[config.mk]
export PLATFORM = sky130hd
export DESIGN_NAME = seven_segment_link_master_top_flat
export DESIGN_NICKNAME = d
export VERILOG_FILES = /design/src/hw/rtl/ssl_pkg.sv /design/src/hw/rtl/ssl_ifs.sv /design/src/hw/rtl/seven_segment_link_master_top.sv /design/src/hw/rtl/ssl_front.sv /design/src/hw/rtl/ssl_fifo.sv /design/src/hw/rtl/ssl_back.sv /design/src/flat_wrapper.sv
export VERILOG_INCLUDE_DIRS = /design/src /design/src/hw/rtl
export SDC_FILE = /design/constraint.sdc
export NUM_CORES = 1
export LEC_CHECK = 0
export ABC_AREA = 1
export BUFFER_PORTS_ARGS = -buffer_cell sky130_fd_sc_hd__buf_2
export CAP_MARGIN = 20
export CORE_ASPECT_RATIO = 0.75
export CORE_UTILIZATION = 60
export CTS_BUF_LIST = sky130_fd_sc_hd__clkbuf_16
export DETAILED_ROUTE_END_ITERATION = 8
export PLACE_DENSITY = 0.84
export SLEW_MARGIN = 30
export SYNTH_ARGS = -nofsm -noshare
export SYNTH_HDL_FRONTEND = slang
export SYNTH_HIERARCHICAL = 1
export SYNTH_SLANG_ARGS = --single-unit
[constraint.sdc]
create_clock -name i_clk -period 14.2 [get_ports i_clk]
set_input_delay 1.42 -clock i_clk [delete_from_list [all_inputs] [get_ports i_clk]]
set_output_delay 1.42 -clock i_clk [all_outputs]
set_load 0.01 [all_outputs]
[src/hw/rtl/seven_segment_link_master_top_macros.svh]
// assertion helpers for the rtl files; only ssl_fifo includes them
`ifndef SEVEN_SEGMENT_LINK_MASTER_TOP_MACROS_SVH
`define SEVEN_SEGMENT_LINK_MASTER_TOP_MACROS_SVH

// same-cycle implication, checked outside reset
`define SSL_ASSERT_NOW(label, ante, cons) \
    label: assert property (@(posedge i_clk) disable iff (!i_rst_n) (ante) |-> (cons)) \
        else $error("ssl check failed");

// next-cycle implication, checked outside reset
`define SSL_ASSERT_NEXT(label, ante, cons) \
    label: assert property (@(posedge i_clk) disable iff (!i_rst_n) (ante) |=> (cons)) \
        else $error("ssl check failed");

`endif

[src/hw/rtl/ssl_pkg.sv]
package ssl_pkg;

    // default number of display positions
    localparam int POSITIONS_DEF = 4;
    // positions that have an input field
    localparam int IN_POSITIONS = 4;
    // entries in the queue between front and back
    localparam int QUEUE_DEPTH = 4;

    // request opcodes
    localparam logic [1:0] OP_DIGITS = 2'd0;
    localparam logic [1:0] OP_RAW    = 2'd1;
    localparam logic [1:0] OP_OFF    = 2'd2;
    localparam logic [1:0] OP_NONE   = 2'd3;

    // configuration register indexes
    localparam logic [2:0] REG_HALF_BIT_TICKS = 3'd0;
    localparam logic [2:0] REG_DATA_CMD       = 3'd1;
    localparam logic [2:0] REG_ADDR_CMD       = 3'd2;
    localparam logic [2:0] REG_ON_BASE        = 3'd3;
    localparam logic [2:0] REG_OFF_CMD        = 3'd4;
    localparam logic [2:0] REG_BLANK          = 3'd5;

    // configuration reset values
    localparam logic [15:0] RST_HALF_BIT_TICKS = 16'd2000;
    localparam logic [7:0]  RST_DATA_CMD       = 8'h40;
    localparam logic [7:0]  RST_ADDR_CMD       = 8'hc0;
    localparam logic [7:0]  RST_ON_BASE        = 8'h88;
    localparam logic [7:0]  RST_OFF_CMD        = 8'h80;
    localparam logic [7:0]  RST_BLANK          = 8'h00;

    localparam logic [7:0] DOT_BIT        = 8'b1000_0000;
    localparam logic [7:0] MAX_LEVEL      = 8'h07;
    localparam logic [7:0] SEG_MAP [10]   = '{8'h3f, 8'h06, 8'h5b, 8'h4f, 8'h66,
                                              8'h6d, 8'h7d, 8'h07, 8'h7f, 8'h6f};

    typedef struct packed {
        logic [15:0] half_bit_ticks;
        logic [7:0]  data_command;
        logic [7:0]  address_command;
        logic [7:0]  display_on_base;
        logic [7:0]  display_off_command;
        logic [7:0]  blank_pattern;
    } t_cfg;

    // one byte or empty frame for the wire
    typedef struct packed {
        logic [7:0] wire_byte;
        logic       frame_first;
        logic       frame_final;
        logic       empty_frame;
        logic       run_last;
    } t_item;

    typedef struct packed {
        logic [1:0] opcode;
        logic [7:0] position_0;
        logic [7:0] position_1;
        logic [7:0] position_2;
        logic [7:0] position_3;
        logic [7:0] shown_count;
        logic [7:0] level;
        logic [7:0] dot_position;
    } t_req;

    typedef enum logic {
        F_IDLE,
        F_EMIT
    } t_fstate;

    typedef enum logic [1:0] {
        B_IDLE,
        B_WIRE,
        B_HOLD
    } t_bstate;

    // segment pattern of a value taken modulo ten
    function automatic logic [7:0] seg_of(input logic [7:0] v);
        logic [15:0] prod;
        logic [4:0]  quot;
        logic [7:0]  rem;
        prod = 16'(v) * 16'd205;
        quot = prod[15:11];
        rem  = v - 8'(quot) * 8'd10;
        seg_of = SEG_MAP[rem[3:0]];
    endfunction

endpackage

[src/hw/rtl/ssl_ifs.sv]
// request channel
interface ssl_req_if;
    logic       valid;
    logic       ready;
    logic [1:0] opcode;
    logic [7:0] position_0;
    logic [7:0] position_1;
    logic [7:0] position_2;
    logic [7:0] position_3;
    logic [7:0] shown_count;
    logic [7:0] level;
    logic [7:0] dot_position;

    modport source (output valid, output opcode, output position_0, output position_1,
                    output position_2, output position_3, output shown_count,
                    output level, output dot_position, input ready);
    modport sink   (input valid, input opcode, input position_0, input position_1,
                    input position_2, input position_3, input shown_count,
                    input level, input dot_position, output ready);
endinterface

// result channel
interface ssl_res_if;
    logic       valid;
    logic       ready;
    logic [7:0] wire_byte;
    logic       frame_first;
    logic       frame_final;
    logic       empty_frame;
    logic       run_last;

    modport source (output valid, output wire_byte, output frame_first, output frame_final,
                    output empty_frame, output run_last, input ready);
    modport sink   (input valid, input wire_byte, input frame_first, input frame_final,
                    input empty_frame, input run_last, output ready);
endinterface

// configuration write channel
interface ssl_cfg_if;
    logic        valid;
    logic        ready;
    logic [2:0]  index;
    logic [15:0] data;

    modport source (output valid, output index, output data, input ready);
    modport sink   (input valid, input index, input data, output ready);
endinterface

[src/hw/rtl/seven_segment_link_master_top.sv]
// Two-wire seven-segment display link master. Each request on i_req turns into three
// wire frames, and every byte (or empty middle frame) comes back on o_res as one transfer
// with its frame flags; run_last marks the final transfer of a request, and opcode three
// yields nothing. A byte costs 18 wire half periods plus 2 for a leading start and 2 for a
// trailing stop, an empty frame costs 4, and the length of a half period is set by
// half_bit_ticks. With four positions a digits request is 138 half periods, raw 156 and
// off 48. The back end's half-period timer sets the pace; the front end builds one
// transfer per cycle into a four-entry queue while it is not full and takes a new request
// once the previous one is fully queued. Configuration writes are always accepted.
module seven_segment_link_master_top import ssl_pkg::*; #(
    parameter int POSITIONS = POSITIONS_DEF
) (
    input  logic       i_clk,
    input  logic       i_rst_n,
    ssl_req_if.sink    i_req,
    ssl_res_if.source  o_res,
    ssl_cfg_if.sink    i_cfg
);

    t_cfg   r_cfg, n_cfg;
    logic   q_push, q_full, q_pop, q_empty;
    t_item  q_in, q_out;

    assign i_cfg.ready = 1'b1;

    // configuration register writes
    always_comb begin
        n_cfg = r_cfg;
        if (i_cfg.valid) begin
            unique case (i_cfg.index)
                REG_HALF_BIT_TICKS: n_cfg.half_bit_ticks      = i_cfg.data;
                REG_DATA_CMD:       n_cfg.data_command        = i_cfg.data[7:0];
                REG_ADDR_CMD:       n_cfg.address_command     = i_cfg.data[7:0];
                REG_ON_BASE:        n_cfg.display_on_base     = i_cfg.data[7:0];
                REG_OFF_CMD:        n_cfg.display_off_command = i_cfg.data[7:0];
                REG_BLANK:          n_cfg.blank_pattern       = i_cfg.data[7:0];
                default:            n_cfg = r_cfg;
            endcase
        end
    end

    always_ff @(posedge i_clk) begin
        if (!i_rst_n) begin
            r_cfg <= '{half_bit_ticks: RST_HALF_BIT_TICKS, data_command: RST_DATA_CMD,
                       address_command: RST_ADDR_CMD, display_on_base: RST_ON_BASE,
                       display_off_command: RST_OFF_CMD, blank_pattern: RST_BLANK};
        end else begin
            r_cfg <= n_cfg;
        end
    end

    // request classification and byte building
    ssl_front #(
        .POSITIONS (POSITIONS)
    ) u_front (
        .i_clk   (i_clk),
        .i_rst_n (i_rst_n),
        .i_cfg   (r_cfg),
        .i_req   (i_req),
        .o_push  (q_push),
        .o_item  (q_in),
        .i_full  (q_full)
    );

    // decoupling queue
    ssl_fifo #(
        .DEPTH (QUEUE_DEPTH)
    ) u_fifo (
        .i_clk   (i_clk),
        .i_rst_n (i_rst_n),
        .i_push  (q_push),
        .i_item  (q_in),
        .o_full  (q_full),
        .i_pop   (q_pop),
        .o_item  (q_out),
        .o_empty (q_empty)
    );

    // wire pacing and result output
    ssl_back u_back (
        .i_clk            (i_clk),
        .i_rst_n          (i_rst_n),
        .i_half_bit_ticks (r_cfg.half_bit_ticks),
        .i_empty          (q_empty),
        .o_pop            (q_pop),
        .i_item           (q_out),
        .o_res            (o_res)
    );

endmodule

[src/hw/rtl/ssl_front.sv]
module ssl_front import ssl_pkg::*; #(
    parameter int POSITIONS = POSITIONS_DEF
) (
    input  logic      i_clk,
    input  logic      i_rst_n,
    input  t_cfg      i_cfg,
    ssl_req_if.sink   i_req,
    output logic      o_push,
    output t_item     o_item,
    input  logic      i_full
);

    localparam int STEPS = POSITIONS + 4;
    localparam int SW    = $clog2(STEPS);

    t_fstate         r_state, n_state;
    logic [SW-1:0]   r_step, n_step;
    t_req            r_req;

    logic [SW-1:0]   seg_idx;
    logic [SW-1:0]   last_step;
    logic [7:0]      pos_sel;
    logic [7:0]      digit_seg;
    logic [7:0]      count_sat;
    logic [7:0]      bright;
    logic [7:0]      pos_arr [IN_POSITIONS];

    // state and step registers
    always_ff @(posedge i_clk) begin
        if (!i_rst_n) begin
            r_state <= F_IDLE;
            r_step  <= '0;
        end else begin
            r_state <= n_state;
            r_step  <= n_step;
        end
    end

    // request capture
    always_ff @(posedge i_clk) begin
        if (i_req.valid && i_req.ready) begin
            r_req <= '{opcode: i_req.opcode, position_0: i_req.position_0,
                       position_1: i_req.position_1, position_2: i_req.position_2,
                       position_3: i_req.position_3, shown_count: i_req.shown_count,
                       level: i_req.level, dot_position: i_req.dot_position};
        end
    end

    // segment byte of the current position
    always_comb begin
        pos_arr[0] = r_req.position_0;
        pos_arr[1] = r_req.position_1;
        pos_arr[2] = r_req.position_2;
        pos_arr[3] = r_req.position_3;
        seg_idx    = r_step - SW'(2);
        pos_sel    = 8'h00;
        for (int j = 0; j < POSITIONS; j++) begin
            if (j < IN_POSITIONS && seg_idx == SW'(j)) begin
                pos_sel = pos_arr[j[1:0]];
            end
        end
        count_sat = (r_req.shown_count > 8'(POSITIONS)) ? 8'(POSITIONS) : r_req.shown_count;
        digit_seg = seg_of(pos_sel);
        if (8'(seg_idx) == r_req.dot_position) begin
            digit_seg = digit_seg | DOT_BIT;
        end
        if (8'(seg_idx) >= count_sat) begin
            digit_seg = 8'h00;
        end
        bright = (r_req.level > MAX_LEVEL) ? MAX_LEVEL : r_req.level;
    end

    // item at the current step
    always_comb begin
        case (r_req.opcode)
            OP_OFF:  last_step = SW'(2);
            OP_RAW:  last_step = SW'(POSITIONS + 3);
            default: last_step = SW'(POSITIONS + 2);
        endcase
        o_item = '{wire_byte: i_cfg.display_on_base | bright, frame_first: 1'b1,
                   frame_final: 1'b1, empty_frame: 1'b0, run_last: 1'b0};
        if (r_step == '0) begin
            o_item.wire_byte = i_cfg.data_command;
        end else if (r_req.opcode == OP_OFF) begin
            if (r_step == SW'(1)) begin
                o_item.wire_byte   = 8'h00;
                o_item.empty_frame = 1'b1;
            end else begin
                o_item.wire_byte = i_cfg.display_off_command;
            end
        end else if (r_step == SW'(1)) begin
            o_item.wire_byte   = i_cfg.address_command;
            o_item.frame_final = 1'b0;
        end else if (r_step <= SW'(POSITIONS + 1)) begin
            o_item.frame_first = 1'b0;
            if (r_req.opcode == OP_DIGITS) begin
                o_item.wire_byte   = digit_seg;
                o_item.frame_final = (seg_idx == SW'(POSITIONS - 1));
            end else begin
                o_item.wire_byte   = pos_sel;
                o_item.frame_final = 1'b0;
            end
        end else if (r_req.opcode == OP_RAW && r_step == SW'(POSITIONS + 2)) begin
            o_item.wire_byte   = i_cfg.blank_pattern;
            o_item.frame_first = 1'b0;
        end
        o_item.run_last = (r_step == last_step);
    end

    // sequencer
    always_comb begin
        n_state     = r_state;
        n_step      = r_step;
        o_push      = 1'b0;
        i_req.ready = 1'b0;
        unique case (r_state)
            F_IDLE: begin
                i_req.ready = 1'b1;
                if (i_req.valid) begin
                    n_step = '0;
                    if (i_req.opcode != OP_NONE) begin
                        n_state = F_EMIT;
                    end
                end
            end
            F_EMIT: begin
                if (!i_full) begin
                    o_push = 1'b1;
                    if (o_item.run_last) begin
                        n_state = F_IDLE;
                    end else begin
                        n_step = r_step + 1'b1;
                    end
                end
            end
            default: n_state = F_IDLE;
        endcase
    end

endmodule

[src/hw/rtl/ssl_fifo.sv]
`include "seven_segment_link_master_top_macros.svh"

module ssl_fifo import ssl_pkg::*; #(
    parameter int DEPTH = QUEUE_DEPTH
) (
    input  logic  i_clk,
    input  logic  i_rst_n,
    input  logic  i_push,
    input  t_item i_item,
    output logic  o_full,
    input  logic  i_pop,
    output t_item o_item,
    output logic  o_empty
);

    localparam int AW = (DEPTH > 1) ? $clog2(DEPTH) : 1;
    localparam int CW = $clog2(DEPTH + 1);

    t_item          r_mem [DEPTH];
    logic [AW-1:0]  r_wr_ptr, n_wr_ptr;
    logic [AW-1:0]  r_rd_ptr, n_rd_ptr;
    logic [CW-1:0]  r_count, n_count;

    assign o_full  = (r_count == CW'(DEPTH));
    assign o_empty = (r_count == '0);
    assign o_item  = r_mem[r_rd_ptr];

    // storage write
    always_ff @(posedge i_clk) begin
        if (i_push && !o_full) begin
            r_mem[r_wr_ptr] <= i_item;
        end
    end

    // pointers and fill level
    always_comb begin
        n_wr_ptr = r_wr_ptr;
        n_rd_ptr = r_rd_ptr;
        n_count  = r_count;
        if (i_push && !o_full) begin
            n_wr_ptr = (r_wr_ptr == AW'(DEPTH - 1)) ? '0 : r_wr_ptr + 1'b1;
        end
        if (i_pop && !o_empty) begin
            n_rd_ptr = (r_rd_ptr == AW'(DEPTH - 1)) ? '0 : r_rd_ptr + 1'b1;
        end
        case ({i_push && !o_full, i_pop && !o_empty})
            2'b10:   n_count = r_count + 1'b1;
            2'b01:   n_count = r_count - 1'b1;
            default: n_count = r_count;
        endcase
    end

    always_ff @(posedge i_clk) begin
        if (!i_rst_n) begin
            r_wr_ptr <= '0;
            r_rd_ptr <= '0;
            r_count  <= '0;
        end else begin
            r_wr_ptr <= n_wr_ptr;
            r_rd_ptr <= n_rd_ptr;
            r_count  <= n_count;
        end
    end

    // queue bookkeeping checks
    `SSL_ASSERT_NOW(a_count_bound, 1'b1, r_count <= CW'(DEPTH))
    `SSL_ASSERT_NOW(a_no_pop_empty, r_count == '0, !i_pop)
    `SSL_ASSERT_NOW(a_no_push_full, r_count == CW'(DEPTH), !i_push)

endmodule

[src/hw/rtl/ssl_back.sv]
module ssl_back import ssl_pkg::*; (
    input  logic        i_clk,
    input  logic        i_rst_n,
    input  logic [15:0] i_half_bit_ticks,
    input  logic        i_empty,
    output logic        o_pop,
    input  t_item       i_item,
    ssl_res_if.source   o_res
);

    localparam logic [4:0] HALVES_BYTE  = 5'd18;
    localparam logic [4:0] HALVES_EDGE  = 5'd2;
    localparam logic [4:0] HALVES_EMPTY = 5'd4;

    t_bstate      r_state, n_state;
    t_item        r_cur, n_cur;
    t_item        r_out, n_out;
    logic         r_out_valid, n_out_valid;
    logic [15:0]  r_ticks, n_ticks;
    logic [4:0]   r_halves, n_halves;
    logic [4:0]   item_halves;

    assign o_res.valid       = r_out_valid;
    assign o_res.wire_byte   = r_out.wire_byte;
    assign o_res.frame_first = r_out.frame_first;
    assign o_res.frame_final = r_out.frame_final;
    assign o_res.empty_frame = r_out.empty_frame;
    assign o_res.run_last    = r_out.run_last;

    // wire half periods for one item: a byte plus start and stop edges, or an empty frame
    always_comb begin
        if (i_item.empty_frame) begin
            item_halves = HALVES_EMPTY;
        end else begin
            item_halves = HALVES_BYTE
                        + (i_item.frame_first ? HALVES_EDGE : 5'd0)
                        + (i_item.frame_final ? HALVES_EDGE : 5'd0);
        end
    end

    // control registers
    always_ff @(posedge i_clk) begin
        if (!i_rst_n) begin
            r_state     <= B_IDLE;
            r_out_valid <= 1'b0;
        end else begin
            r_state     <= n_state;
            r_out_valid <= n_out_valid;
        end
    end

    // timing and payload registers
    always_ff @(posedge i_clk) begin
        r_cur    <= n_cur;
        r_out    <= n_out;
        r_ticks  <= n_ticks;
        r_halves <= n_halves;
    end

    // wire pacing and result handoff
    always_comb begin
        n_state     = r_state;
        n_cur       = r_cur;
        n_out       = r_out;
        n_out_valid = r_out_valid;
        n_ticks     = r_ticks;
        n_halves    = r_halves;
        o_pop       = 1'b0;
        if (r_out_valid && o_res.ready) begin
            n_out_valid = 1'b0;
        end
        unique case (r_state)
            B_IDLE: begin
                if (!i_empty) begin
                    o_pop    = 1'b1;
                    n_cur    = i_item;
                    n_ticks  = i_half_bit_ticks - 16'd1;
                    n_halves = item_halves;
                    n_state  = B_WIRE;
                end
            end
            B_WIRE: begin
                if (r_ticks == '0) begin
                    if (r_halves == 5'd1) begin
                        n_state = B_HOLD;
                    end else begin
                        n_halves = r_halves - 5'd1;
                        n_ticks  = i_half_bit_ticks - 16'd1;
                    end
                end else begin
                    n_ticks = r_ticks - 16'd1;
                end
            end
            B_HOLD: begin
                if (!r_out_valid || o_res.ready) begin
                    n_out       = r_cur;
                    n_out_valid = 1'b1;
                    n_state     = B_IDLE;
                end
            end
            default: n_state = B_IDLE;
        endcase
    end

endmodule
[src/flat_wrapper.sv]
// flat-port wrapper written by rule: the top's interface ports become plain ports
module seven_segment_link_master_top_flat import ssl_pkg::*;
#(
    parameter int POSITIONS = POSITIONS_DEF
)
  (i_clk, i_rst_n, i_req_valid, i_req_opcode, i_req_position_0, i_req_position_1, i_req_position_2, i_req_position_3, i_req_shown_count, i_req_level, i_req_dot_position, i_req_ready, o_res_valid, o_res_wire_byte, o_res_frame_first, o_res_frame_final, o_res_empty_frame, o_res_run_last, o_res_ready, i_cfg_valid, i_cfg_index, i_cfg_data, i_cfg_ready);
  ssl_req_if i_req_i ();
  ssl_res_if o_res_i ();
  ssl_cfg_if i_cfg_i ();
  input  logic i_clk;
  input  logic i_rst_n;
  input wire logic [$bits(i_req_i.valid)-1:0] i_req_valid;
  input wire logic [$bits(i_req_i.opcode)-1:0] i_req_opcode;
  input wire logic [$bits(i_req_i.position_0)-1:0] i_req_position_0;
  input wire logic [$bits(i_req_i.position_1)-1:0] i_req_position_1;
  input wire logic [$bits(i_req_i.position_2)-1:0] i_req_position_2;
  input wire logic [$bits(i_req_i.position_3)-1:0] i_req_position_3;
  input wire logic [$bits(i_req_i.shown_count)-1:0] i_req_shown_count;
  input wire logic [$bits(i_req_i.level)-1:0] i_req_level;
  input wire logic [$bits(i_req_i.dot_position)-1:0] i_req_dot_position;
  output wire logic [$bits(i_req_i.ready)-1:0] i_req_ready;
  output wire logic [$bits(o_res_i.valid)-1:0] o_res_valid;
  output wire logic [$bits(o_res_i.wire_byte)-1:0] o_res_wire_byte;
  output wire logic [$bits(o_res_i.frame_first)-1:0] o_res_frame_first;
  output wire logic [$bits(o_res_i.frame_final)-1:0] o_res_frame_final;
  output wire logic [$bits(o_res_i.empty_frame)-1:0] o_res_empty_frame;
  output wire logic [$bits(o_res_i.run_last)-1:0] o_res_run_last;
  input wire logic [$bits(o_res_i.ready)-1:0] o_res_ready;
  input wire logic [$bits(i_cfg_i.valid)-1:0] i_cfg_valid;
  input wire logic [$bits(i_cfg_i.index)-1:0] i_cfg_index;
  input wire logic [$bits(i_cfg_i.data)-1:0] i_cfg_data;
  output wire logic [$bits(i_cfg_i.ready)-1:0] i_cfg_ready;
  assign i_req_i.valid = i_req_valid;
  assign i_req_i.opcode = i_req_opcode;
  assign i_req_i.position_0 = i_req_position_0;
  assign i_req_i.position_1 = i_req_position_1;
  assign i_req_i.position_2 = i_req_position_2;
  assign i_req_i.position_3 = i_req_position_3;
  assign i_req_i.shown_count = i_req_shown_count;
  assign i_req_i.level = i_req_level;
  assign i_req_i.dot_position = i_req_dot_position;
  assign i_req_ready = i_req_i.ready;
  assign o_res_valid = o_res_i.valid;
  assign o_res_wire_byte = o_res_i.wire_byte;
  assign o_res_frame_first = o_res_i.frame_first;
  assign o_res_frame_final = o_res_i.frame_final;
  assign o_res_empty_frame = o_res_i.empty_frame;
  assign o_res_run_last = o_res_i.run_last;
  assign o_res_i.ready = o_res_ready;
  assign i_cfg_i.valid = i_cfg_valid;
  assign i_cfg_i.index = i_cfg_index;
  assign i_cfg_i.data = i_cfg_data;
  assign i_cfg_ready = i_cfg_i.ready;
  seven_segment_link_master_top #(.POSITIONS(POSITIONS)) u_core (.i_clk(i_clk), .i_rst_n(i_rst_n), .i_req(i_req_i), .o_res(o_res_i), .i_cfg(i_cfg_i));
endmodule
Yosys cells after proc, flatten, opt, wreduce, memory -nomap -nowiden
Memory sizes are Yosys's and may differ from the RTL's. A register that Yosys moved wholly into a read port is not among the register bits. Index checks and enable logic that the tools add are counted.

Register bits: 173. Word-level logic and storage cells: 186. Output and inout bits: 15. Input port bits: 82. Memory bits (writable): 48. Bits in read-only memories: 128. Memories kept: 2.

Multiplexer cells: 66. $mul: 2. $add $sub $neg: 12. Reduce and logical (&&, ||, !) cells: 30. Order comparisons: 5. Equal/unequal tests: 32. Bitwise operators: 4.

Memory list: (no name shown) (words 16, width 8, read ports 1, clocked after memory_dff 0, write ports 0, RTL line ssl_pkg.sv:85) `seg_of = SEG_MAP[rem[3:0]];`; u_core.u_fifo.r_mem (words 4, width 12, read ports 1, clocked after memory_dff 1, write ports 1, RTL line ssl_fifo.sv:19) `t_item r_mem [DEPTH];`.

Operators with widths (number): 8-bit 2-to-1 mux (15); 16-bit 2-to-1 mux (3); 16-bit one-hot mux with 2 select lines (1); 16-bit by 1-bit subtractor with 16-bit output, second input constant (2); 2-bit 2-to-1 mux (11); 1-bit 2-to-1 mux (20); 5-bit 2-to-1 mux (4); 9-bit 2-to-1 mux (2); 2-bit inequality test, second input constant (9); 3-bit one-hot mux with 2 select lines (3); 8-bit by 3-bit greater-than comparator with 1-bit output, second input constant (2); 16-bit logical NOT (1); 8-bit by 8-bit multiplier with 16-bit output, second input constant (1); 2-bit AND reduction (8); 3-bit by 2-bit equality test with 1-bit output, second input constant (4); 3-bit equality test, second input constant (4); 3-bit logical NOT (4); 3-bit 2-to-1 mux (4); 2-bit equality test, second input constant (5); 5-bit one-hot mux with 2 select lines (1); 3-bit by 1-bit equality test with 1-bit output, second input constant (3); 3-bit by 8-bit equality test with 1-bit output (1); 3-bit by 8-bit >= comparator with 1-bit output (1); 8-bit OR (1); other kinds (26) (41).

Logic depth before layout (Yosys ltp)
Gate-level depths: netlist of the first run.

Depth after elaboration: 20. Depth in mapped cells: 43. Depth with buffers taken out: 43.

Modules after synthesis
The synthesis of the first run kept the hierarchy.

Modules (own cells, without submodules): ssl_front (seq. area each 1821.7 um^2, area each 4475.5 um^2, instances 1, cells an instance 501); ssl_back (seq. area each 1411.4 um^2, area each 2626.3 um^2, instances 1, cells an instance 300); ssl_fifo (seq. area each 1621.6 um^2, area each 2280.9 um^2, instances 1, cells an instance 186); seven_segment_link_master_top (seq. area each 1121.1 um^2, area each 2252.2 um^2, instances 1, cells an instance 322).

Worst setup path after synthesis of the first run
Ideal clock, no wire load.

Path kind: flip-flop to flip-flop. From: register u_core.u_front.r_step[1]. To: memory u_core/u_fifo/r_mem[0][4] (netlist name), data pin. Setup time: 0.179 ns. Cell stages (with the launch flop): 35. Required time: 14.021 ns. Buffers on the path: 0. Slack: 7.969 ns. Period minus slack after synthesis: 6.231 ns. Arrival time: 6.052 ns. Cells stage by stage: dfxtp_1 -> inv_1 -> ha_1 -> inv_4 -> nand2_2 -> nor2_4 -> a22oi_1 -> o211ai_1 -> o21ai_0 -> inv_1 -> ha_1 -> xor2_1 -> ha_1 -> fa_1 -> inv_1 -> fa_1 -> inv_1 -> ha_1 -> a21oi_1 -> nor2_1 -> nor2_1 -> nand2_2 -> nand2_1 -> nand2_2 -> ha_1 -> fa_1 -> inv_1 -> or2_2 -> o21ai_0 -> o21ai_1 -> nand2_1 -> nand2_1 -> nand2_1 -> nand2_1 -> a21oi_1.

RTL lines: from (decl) (RTL line ssl_front.sv:17) `logic [SW-1:0] r_step, n_step;`; from (signal assigned) (RTL line ssl_front.sv:35) `r_step <= n_step;`; to (decl) (RTL line ssl_fifo.sv:19).

==> results of run 1 <==
==> state kept, by name (all words and copies together) (netlist names), named ones only <==
register and count:
u_core/r_cfg 56, u_core/u_fifo/r_mem 48, u_core/u_front/pos_arr 32, u_core/u_front/r_req 26, u_core/u_back/r_ticks 16, u_core/u_back/r_cur 12
u_core/u_back/o_res.wire_byte 8, u_core/u_back/r_halves 5, u_core/u_fifo/r_count 3, u_core/u_front/r_step 3, u_core/u_back/r_state 2, u_core/u_fifo/r_rd_ptr 2
u_core/u_fifo/r_wr_ptr 2, u_core/u_back/o_res.empty_frame 1, u_core/u_back/o_res.frame_final 1, u_core/u_back/o_res.frame_first 1, u_core/u_back/o_res.run_last 1, u_core/u_back/o_res.valid 1
u_core/u_front/r_state 1
==> routing by layer <==
layer	part of all wire [%]	routed length, um	vias to the layer above
met5	0	0	-
met4	2.4	633	0
met3	8.6	2230	59
met2	44	11400	429
met1	45	11700	4287
li1	-	-	4497
==> logic make-up (layout without fill, tap and decap cells) <==
| group | Yosys count | in the layout | synth area share (%) |
|---|---|---|---|
| xor gates and xnor gates | 25 | 25 | 1.88 |
| buffers and inverters | 189 | 303 | 6.79 |
| AOI/OAI and AO/OA | 151 | 151 | 7.13 |
| DFF | 223 | 223 | 51.4 |
| and+or+nand+nor | 647 | 647 | 24.2 |
| other | 1 | 1 | 0.0322 |
| adders and majority gates | 73 | 73 | 8.62 |
==> area by class of cell <==
| type | count | area [um^2] |
|---|---|---|
| Clock buffer | 23 | 576 |
| Fill cell | 1402 | 5660 |
| Multi-Input combinational cell | 897 | 4890 |
| Sequential cell | 223 | 5980 |
| Tap cell | 247 | 309 |
| Timing Repair Buffer | 101 | 520 |
| Inverter | 162 | 612 |
| Clock inverter | 17 | 178 |
==> how the worst max path moves through the flow <==
| stage | start | to | cells after the start |
|---|---|---|---|
| after global routing | u_core/u_front/r_step[1] | u_core/u_fifo/r_mem[3][7] | 41 |
| after floorplan | u_core/u_front/r_step[1] | u_core/u_fifo/r_mem[0][4] | 34 |
| final | u_core/u_front/r_step[1] | u_core/u_fifo/r_mem[2][6] | 40 |
| after global placement | u_core/u_front/r_step[1] | u_core/u_fifo/r_mem[0][6] | 42 |
| after detailed placement | u_core/u_front/r_step[1] | u_core/u_fifo/r_mem[2][7] | 39 |
| after CTS | u_core/u_front/r_step[1] | u_core/u_fifo/r_mem[3][7] | 42 |
==> power by group through the flow <==
stage | Clock (uW) | Combinational (uW) | Sequential [uW]
global placement | 0 | 399 | 899
CTS | 610 | 423 | 893
detailed placement | 0 | 418 | 905
floorplan | 0 | 330 | 878
finish | 602 | 428 | 894
global route | 636 | 482 | 905
==> cell usage in the layout (no fill, tap or decap), types with 15 or more instances in the layout <==
| master | synthesis | layout |
|---|---|---|
| xor2_1 | 15 | 15 |
| nor2_1 | 208 | 204 |
| nand3_1 | 97 | 97 |
| dfxtp_1 | 72 | 72 |
| ha_1 | 61 | 61 |
| edfxtp_1 | 151 | 151 |
| nand2_1 | 263 | 263 |
| o21ai_0 | 49 | 49 |
| buf_2 | 7 | 95 |
| o21ai_1 | 30 | 30 |
| a21oi_1 | 40 | 40 |
| nor2_2 | 14 | 18 |
| clkbuf_16 | 0 | 23 |
| inv_1 | 146 | 150 |
==> stage by stage <==
step	hold slack, ns	instance area (um^2)	utilization (%)	power, uW	std cells
floorplan	0.400	11600	-	1210	1309
global placement	0.401	12300	65.7	1300	1630
detailed placement	0.405	12300	65.7	1320	1630
CTS	0.419	13100	69.8	1930	1670
global route	0.427	13100	69.8	2020	1670
finish	0.418	13100	69.8	1920	1670
==> flow_metrics.py, run 1 <==
metrics = {
    "sta": {
        "setup-tns-final_ns": 0,
        "rsz0062_at_grt": "false",
        "finalCriticalPeriod_ns": 7.26,
        "min_period_over_period_pct": 51.1,
        "slew_headroom_pct": 38.9,
        "finClkSkew_ns": 0.0122,
        "final_hold_viol_count": 0,
        "fmax_mhz": 138,
        "fin_ws_ns": 6.94,
        "worst_slew_pin_slew_ns": 0.915,
        "report.final.slew_viol_count": 0,
        "report.final.setup_viol": 0,
    },
    "critical_path": {
        "worstRegToRegCells": 40,
        "r2r_end": "u_core/u_fifo/r_mem[2][6]",
        "endpoint_kind": "flip-flop",
        "cpMostUsedCell": "nand2_1",
        "required_ns": 14.49,
        "critPathMaxStageDelay_ns": 0.54,
        "cp.arrival_ns": 7.55,
        "ff2ff_setup_slack_ns": 6.94,
        "path_max_fanout": 7,
        "path_class": "flip-flop to flip-flop",
        "crit_family": "adder cells",
        "cp_slowest_cell": "fa_1",
        "worstPathBufferInverterCount": 7,
        "start_kind": "flip-flop",
        "reg2reg_from": "u_core/u_front/r_step[1]",
    },
    "global_route": {
        "grt_max_degree": 68,
        "grt_pass1_vias": 8533,
        "grt_use_total_pct": 26.7,
        "gr-usage-met3_pct": 5.44,
        "met2_usage_pct": 41.5,
        "antenna_found_initial": 0,
        "busiest_layer": "met2",
        "grt_pass1_wl_um": 41700,
        "grtUsageMet1_pct": 38.2,
        "overflow": 0,
    },
    "routing": {
        "vias": 9272,
        "drtIter0Drc": 1069,
        "antenna_left": 0,
        "wire_per_inst_um": 15.5,
        "dr.pass1.iters": 5,
        "wirelength_um": 25900,
        "drc": 0,
        "vias_per_cell": 5.55,
    },
    "logic_synthesis": {
        "syn_area_per_cell_um2": 8.89,
        "synth_top_cell_area_share_pct": 39.0,
        "synthArstFlopShare_pct": 0,
        "synth_top_area_cell": "edfxtp_1",
        "ys_top_cells_by_count": "nand2_1 (263), nor2_1 (208), edfxtp_1 (151)",
        "yosysMostFrequentCell": "nand2_1",
        "synth_flop_cell": "edfxtp_1",
        "ys_types": 50,
        "netlist_instances": 1309,
        "ys_warn_count": 6,
        "synth_edf_count": 151,
        "synth_area_leaders": "edfxtp_1 (39%), dfxtp_1 (12%), nand2_1 (8.5%)",
        "ys_seq_area_share_pct": 51.4,
        "synth_area_um2": 11600,
        "yosys_register_bits": 223,
        "synth_fp_nets": 1464,
    },
    "clock_network": {
        "clk_latency_ns": 0.50,
        "clk_pin_slew_ns": 0.06,
        "cts_hold_buf": 0,
        "ctsResizeCount": 0,
        "numCtsBuffers": 22,
        "cts_htree_levels": 1,
        "cts_buffer_depth": 3,
        "cts_sinks": 223,
        "cts_root_buf": "clkbuf_16",
        "cts_setup_buffers": 0,
        "cts_tree": "built",
    },
    "min_path": {
        "holdCritStartpoint": "u_core/u_back/r_cur[3]",
        "hold_class": "flip-flop to flip-flop",
        "hold_depth": 0,
        "hold_end": "u_core/u_back/o_res.frame_first",
    },
    "placed_design": {
        "gp_congestion": 0.987,
        "place_hpwl_um": 18500,
        "port_buffers": 95,
        "dp_slack_ns": 7.20,
    },
    "power": {
        "combPwrFrac_pct": 22.2,
        "power_frac_clock_pct": 31.3,
        "seq_power_share_pct": 46.5,
        "power_switching_uw": 593,
        "peakVddDrop_v": 0.000121,
        "switching_share_pct": 30.8,
        "internal_power_uw": 1330,
        "power_density_nw_per_um2": 147,
        "p_leak_uw": 0.00584,
    },
    "die": {
        "die_h_um": 123,
        "pin_count": 97,
        "dieArea_um2": 20000,
        "chipWidth_um": 163,
        "fp.coreArea_um2": 18700,
        "placementRows": 43,
        "start_util_pct": 62.1,
    },
    "final_layout": {
        "nets": 1562,
        "area_growth_pct": 12.3,
        "diodes": 0,
        "drive_above_1_share_pct": 14.2,
    },
    "run_status": {
        "status": "finished clean",
    },
    "job": {
        "cap_viol_max_count": 0,
    },
}
Note: power is estimated with default switching activity, not from simulation.
==> inputs of run 2 (changes only) <==
ABC_AREA = 0   (was 1)
clock period = 6.9 ns   (was 14.2 ns; I/O delays follow)
==> run 2 against run 1 <==
Non-clock buffer count grew 8. Routed wire length is 8.8% lower. Total power grew 82%. Synthesized area down 3.6%. Register-to-register slack got worse by 6.6 ns. Combinational power rose by 32%. Fmax rose by 11%. Critical endpoint is now u_core/u_fifo/r_mem[1][6].
==> flow_metrics.py, run 2 <==
metrics = {
    "final_layout": {
        "area_growth_pct": 13.6,
        "diodes": 0,
        "drive_above_1_share_pct": 19.4,
        "largest_reg_flops": 56,
        "num-fill-cells": 1249,
        "final_util_pct": 70.9,
        "multi_input_area_um2": 4920,
        "nets": 1199,
        "layout_common_cells": "edfxtp_1 (151), nand2_1 (114), buf_2 (95)",
        "final_common_cell": "edfxtp_1",
        "seq_area_um2": 5980,
        "largest-register": "u_core/r_cfg",
    },
    "logic_synthesis": {
        "netlist_instances": 953,
        "ys_warn_count": 6,
        "ys_top_cells_by_count": "edfxtp_1 (151), nand2_1 (114), dfxtp_1 (72)",
        "synth_area_um2": 11200,
        "ys_seq_area_share_pct": 53.3,
        "synth_top_area_cell": "edfxtp_1",
        "synth_edf_count": 151,
        "synth_flop_cell": "edfxtp_1",
        "ys_types": 76,
        "yosysMostFrequentCell": "edfxtp_1",
        "synth_area_leaders": "edfxtp_1 (40%), dfxtp_1 (13%), ha_1 (6.8%)",
        "synth_fp_nets": 1108,
        "syn_area_per_cell_um2": 11.8,
        "synth_top_cell_area_share_pct": 40.4,
        "synthArstFlopShare_pct": 0,
        "yosys_register_bits": 223,
    },
    "die": {
        "chipWidth_um": 160,
        "pin_count": 97,
        "placementRows": 42,
        "die_h_um": 120,
        "fp.coreArea_um2": 18000,
        "start_util_pct": 62.4,
        "dieArea_um2": 19200,
    },
    "sta": {
        "fin_hold_ws_ns": 0.346,
        "finalCriticalPeriod_ns": 6.57,
        "final_hold_viol_count": 0,
        "finClkSkew_ns": 0.0120,
        "slew_headroom_pct": 43.9,
        "min_period_over_period_pct": 95.2,
        "setup-tns-final_ns": 0,
        "worst_slew_pin_slew_ns": 0.836,
        "report.final.slew_viol_count": 0,
        "fmax_mhz": 152,
        "report.final.setup_viol": 0,
    },
    "clock_network": {
        "cts_root_buf": "clkbuf_16",
        "numCtsBuffers": 22,
        "cts_buffer_depth": 3,
        "cts_setup_buffers": 0,
        "clk_latency_ns": 0.51,
        "cts_tree": "built",
        "cts_htree_levels": 1,
        "clk_pin_slew_ns": 0.06,
        "cts_sinks": 223,
    },
    "critical_path": {
        "worstRegToRegCells": 24,
        "cp_slowest_cell": "fa_1",
        "cp.arrival_ns": 6.89,
        "required_ns": 7.22,
        "start_kind": "flip-flop",
        "path_max_fanout": 10,
        "worstPathCellList": "inv_4 -> ha_2 -> inv_1 -> o21ai_1 -> inv_1 -> ha_1 -> fa_1 -> fa_1 -> ha_1 -> ha_1 -> a21oi_1 -> a21boi_0 -> nor2_1 -> o21ai_2 -> a21oi_1 -> xnor2_1 -> fa_1 -> xnor2_1 -> xnor2_1 -> xnor2_1 -> xnor2_1 -> and4_4 -> or2_4 -> a211oi_4",
        "path_class": "flip-flop to flip-flop",
        "cpMostUsedCell": "xnor2_1",
        "critPathMaxStageDelay_ns": 0.52,
        "endpoint_kind": "flip-flop",
    },
    "routing": {
        "vias_per_cell": 5.80,
        "drtIter0Drc": 625,
        "wire_per_inst_um": 18.2,
        "wirelength_um": 23600,
        "vias": 7555,
        "drc": 0,
        "dr.pass1.iters": 7,
        "antenna_left": 0,
    },
    "power": {
        "power_density_nw_per_um2": 274,
        "total_power_uw": 3500,
        "p_leak_uw": 0.00507,
        "peakVddDrop_v": 0.000203,
        "seq_power_share_pct": 50.2,
        "power_switching_uw": 943,
        "switching_share_pct": 27.0,
        "combPwrFrac_pct": 16.1,
        "power_frac_clock_pct": 33.7,
        "internal_power_uw": 2550,
    },
    "placed_design": {
        "port_buffers": 95,
        "place_hpwl_um": 16600,
        "gp_congestion": 0.970,
    },
    "global_route": {
        "grt_pass1_vias": 7425,
        "grt_max_degree": 86,
        "grt_use_total_pct": 24.6,
        "grt_pass1_wl_um": 37300,
        "overflow": 0,
        "antenna_found_initial": 0,
    },
    "run_status": {
        "status": "finished clean",
    },
    "min_path": {
        "hold_depth": 1,
        "hold_class": "input port to flip-flop",
    },
    "job": {
        "cap_viol_max_count": 0,
    },
}
## run 2: cell types whose count changed in the layout (fill, tap and decap cells not counted), moves of 13 or more
cell     change
nand3_1     -85
inv_1       -93
o21ai_1     -25
mux2i_1     +69
nor2_2      -18
xnor2_1     +18
nand2_1    -149
nor2b_1     +26
nor2_1     -149
o22ai_1     -13
o21ai_0     -30
## run 2: cell type report
type / count / share of cell area (%)
clock buffers: 22 / 4.32
flip-flops and latches: 223 / 47.0
clock inverters: 18 / 1.31
inverters: 60 / 1.79
multi-input cells: 628 / 38.7
repair buffers: 109 / 4.59
well taps: 242 / 2.38
## run 2: metal layers
layer | vias up | GRT usage (%) | part of all wire, %
met5 | - | 0 | 0
met4 | 0 | 7.02 | 2.3
met3 | 56 | 4.67 | 7.6
met2 | 320 | 39.3 | 46
met1 | 3587 | 34.7 | 44
li1 | 3592 | - | -
## run 2: final timing paths
path / start / end / slack [ns]
worst min register to register: u_core/u_back/r_cur[11] / u_core/u_back/o_res.wire_byte[7] / 0.42
worst min-delay path: i_req_shown_count[7] / u_core/u_front/r_req[23] / 0.35
worst max-delay path: u_core/u_front/r_step[1] / u_core/u_fifo/r_mem[1][6] / 0.33
worst max register to register: u_core/u_front/r_step[1] / u_core/u_fifo/r_mem[1][6] / 0.33
## run 2: critical path, delay by kind of cell, from the launching register on
kind,cells,cell delay (ns)
fa+ha+maj,7,2.94
compound gates,6,1.09
simple gates,3,0.81
xor+xnor,5,0.74
flops,1,0.41
buf+inv,3,0.37
## run 2: stage by stage
step	setup slack [ns]	instances	instance area, um^2
3_3_place_gp	0.277	1261	11900
5_1_grt	-0.0314	1302	12700
6_report	0.330	1302	12700
4_1_cts	0.0655	1302	12600
3_5_place_dp	-0.0192	1262	11900
2_1_floorplan	0.399	953	11200
## run 2: power by group through the flow
stage	registers, uW	clock network [uW]	logic, uW
finish	1750	1180	564
global route	1770	1250	618
CTS	1750	1200	549
detailed placement	1780	0	535
global placement	1770	0	515
floorplan	1740	0	416
## run 2: kinds of logic (layout without fill, tap and decap cells)
group / count (synthesis) / after routing / share of synthesized area [%]
xor gates and xnor gates: 45 / 45 / 3.51
adders and majority gates: 74 / 74 / 9.04
other: 1 / 1 / 0.0334
and+or+nand+nor: 287 / 287 / 13.4
muxes: 84 / 84 / 8.87
buffers and inverters: 102 / 209 / 3.95
AOI/OAI and AO/OA: 137 / 137 / 7.94
DFF: 223 / 223 / 53.3
## run 2: timing repair
item                                    CTS  global route
resized for setup                        10            17
endpoints found under the setup margin   24            28
pin swaps                                 0             4
hold buffers                              0             0
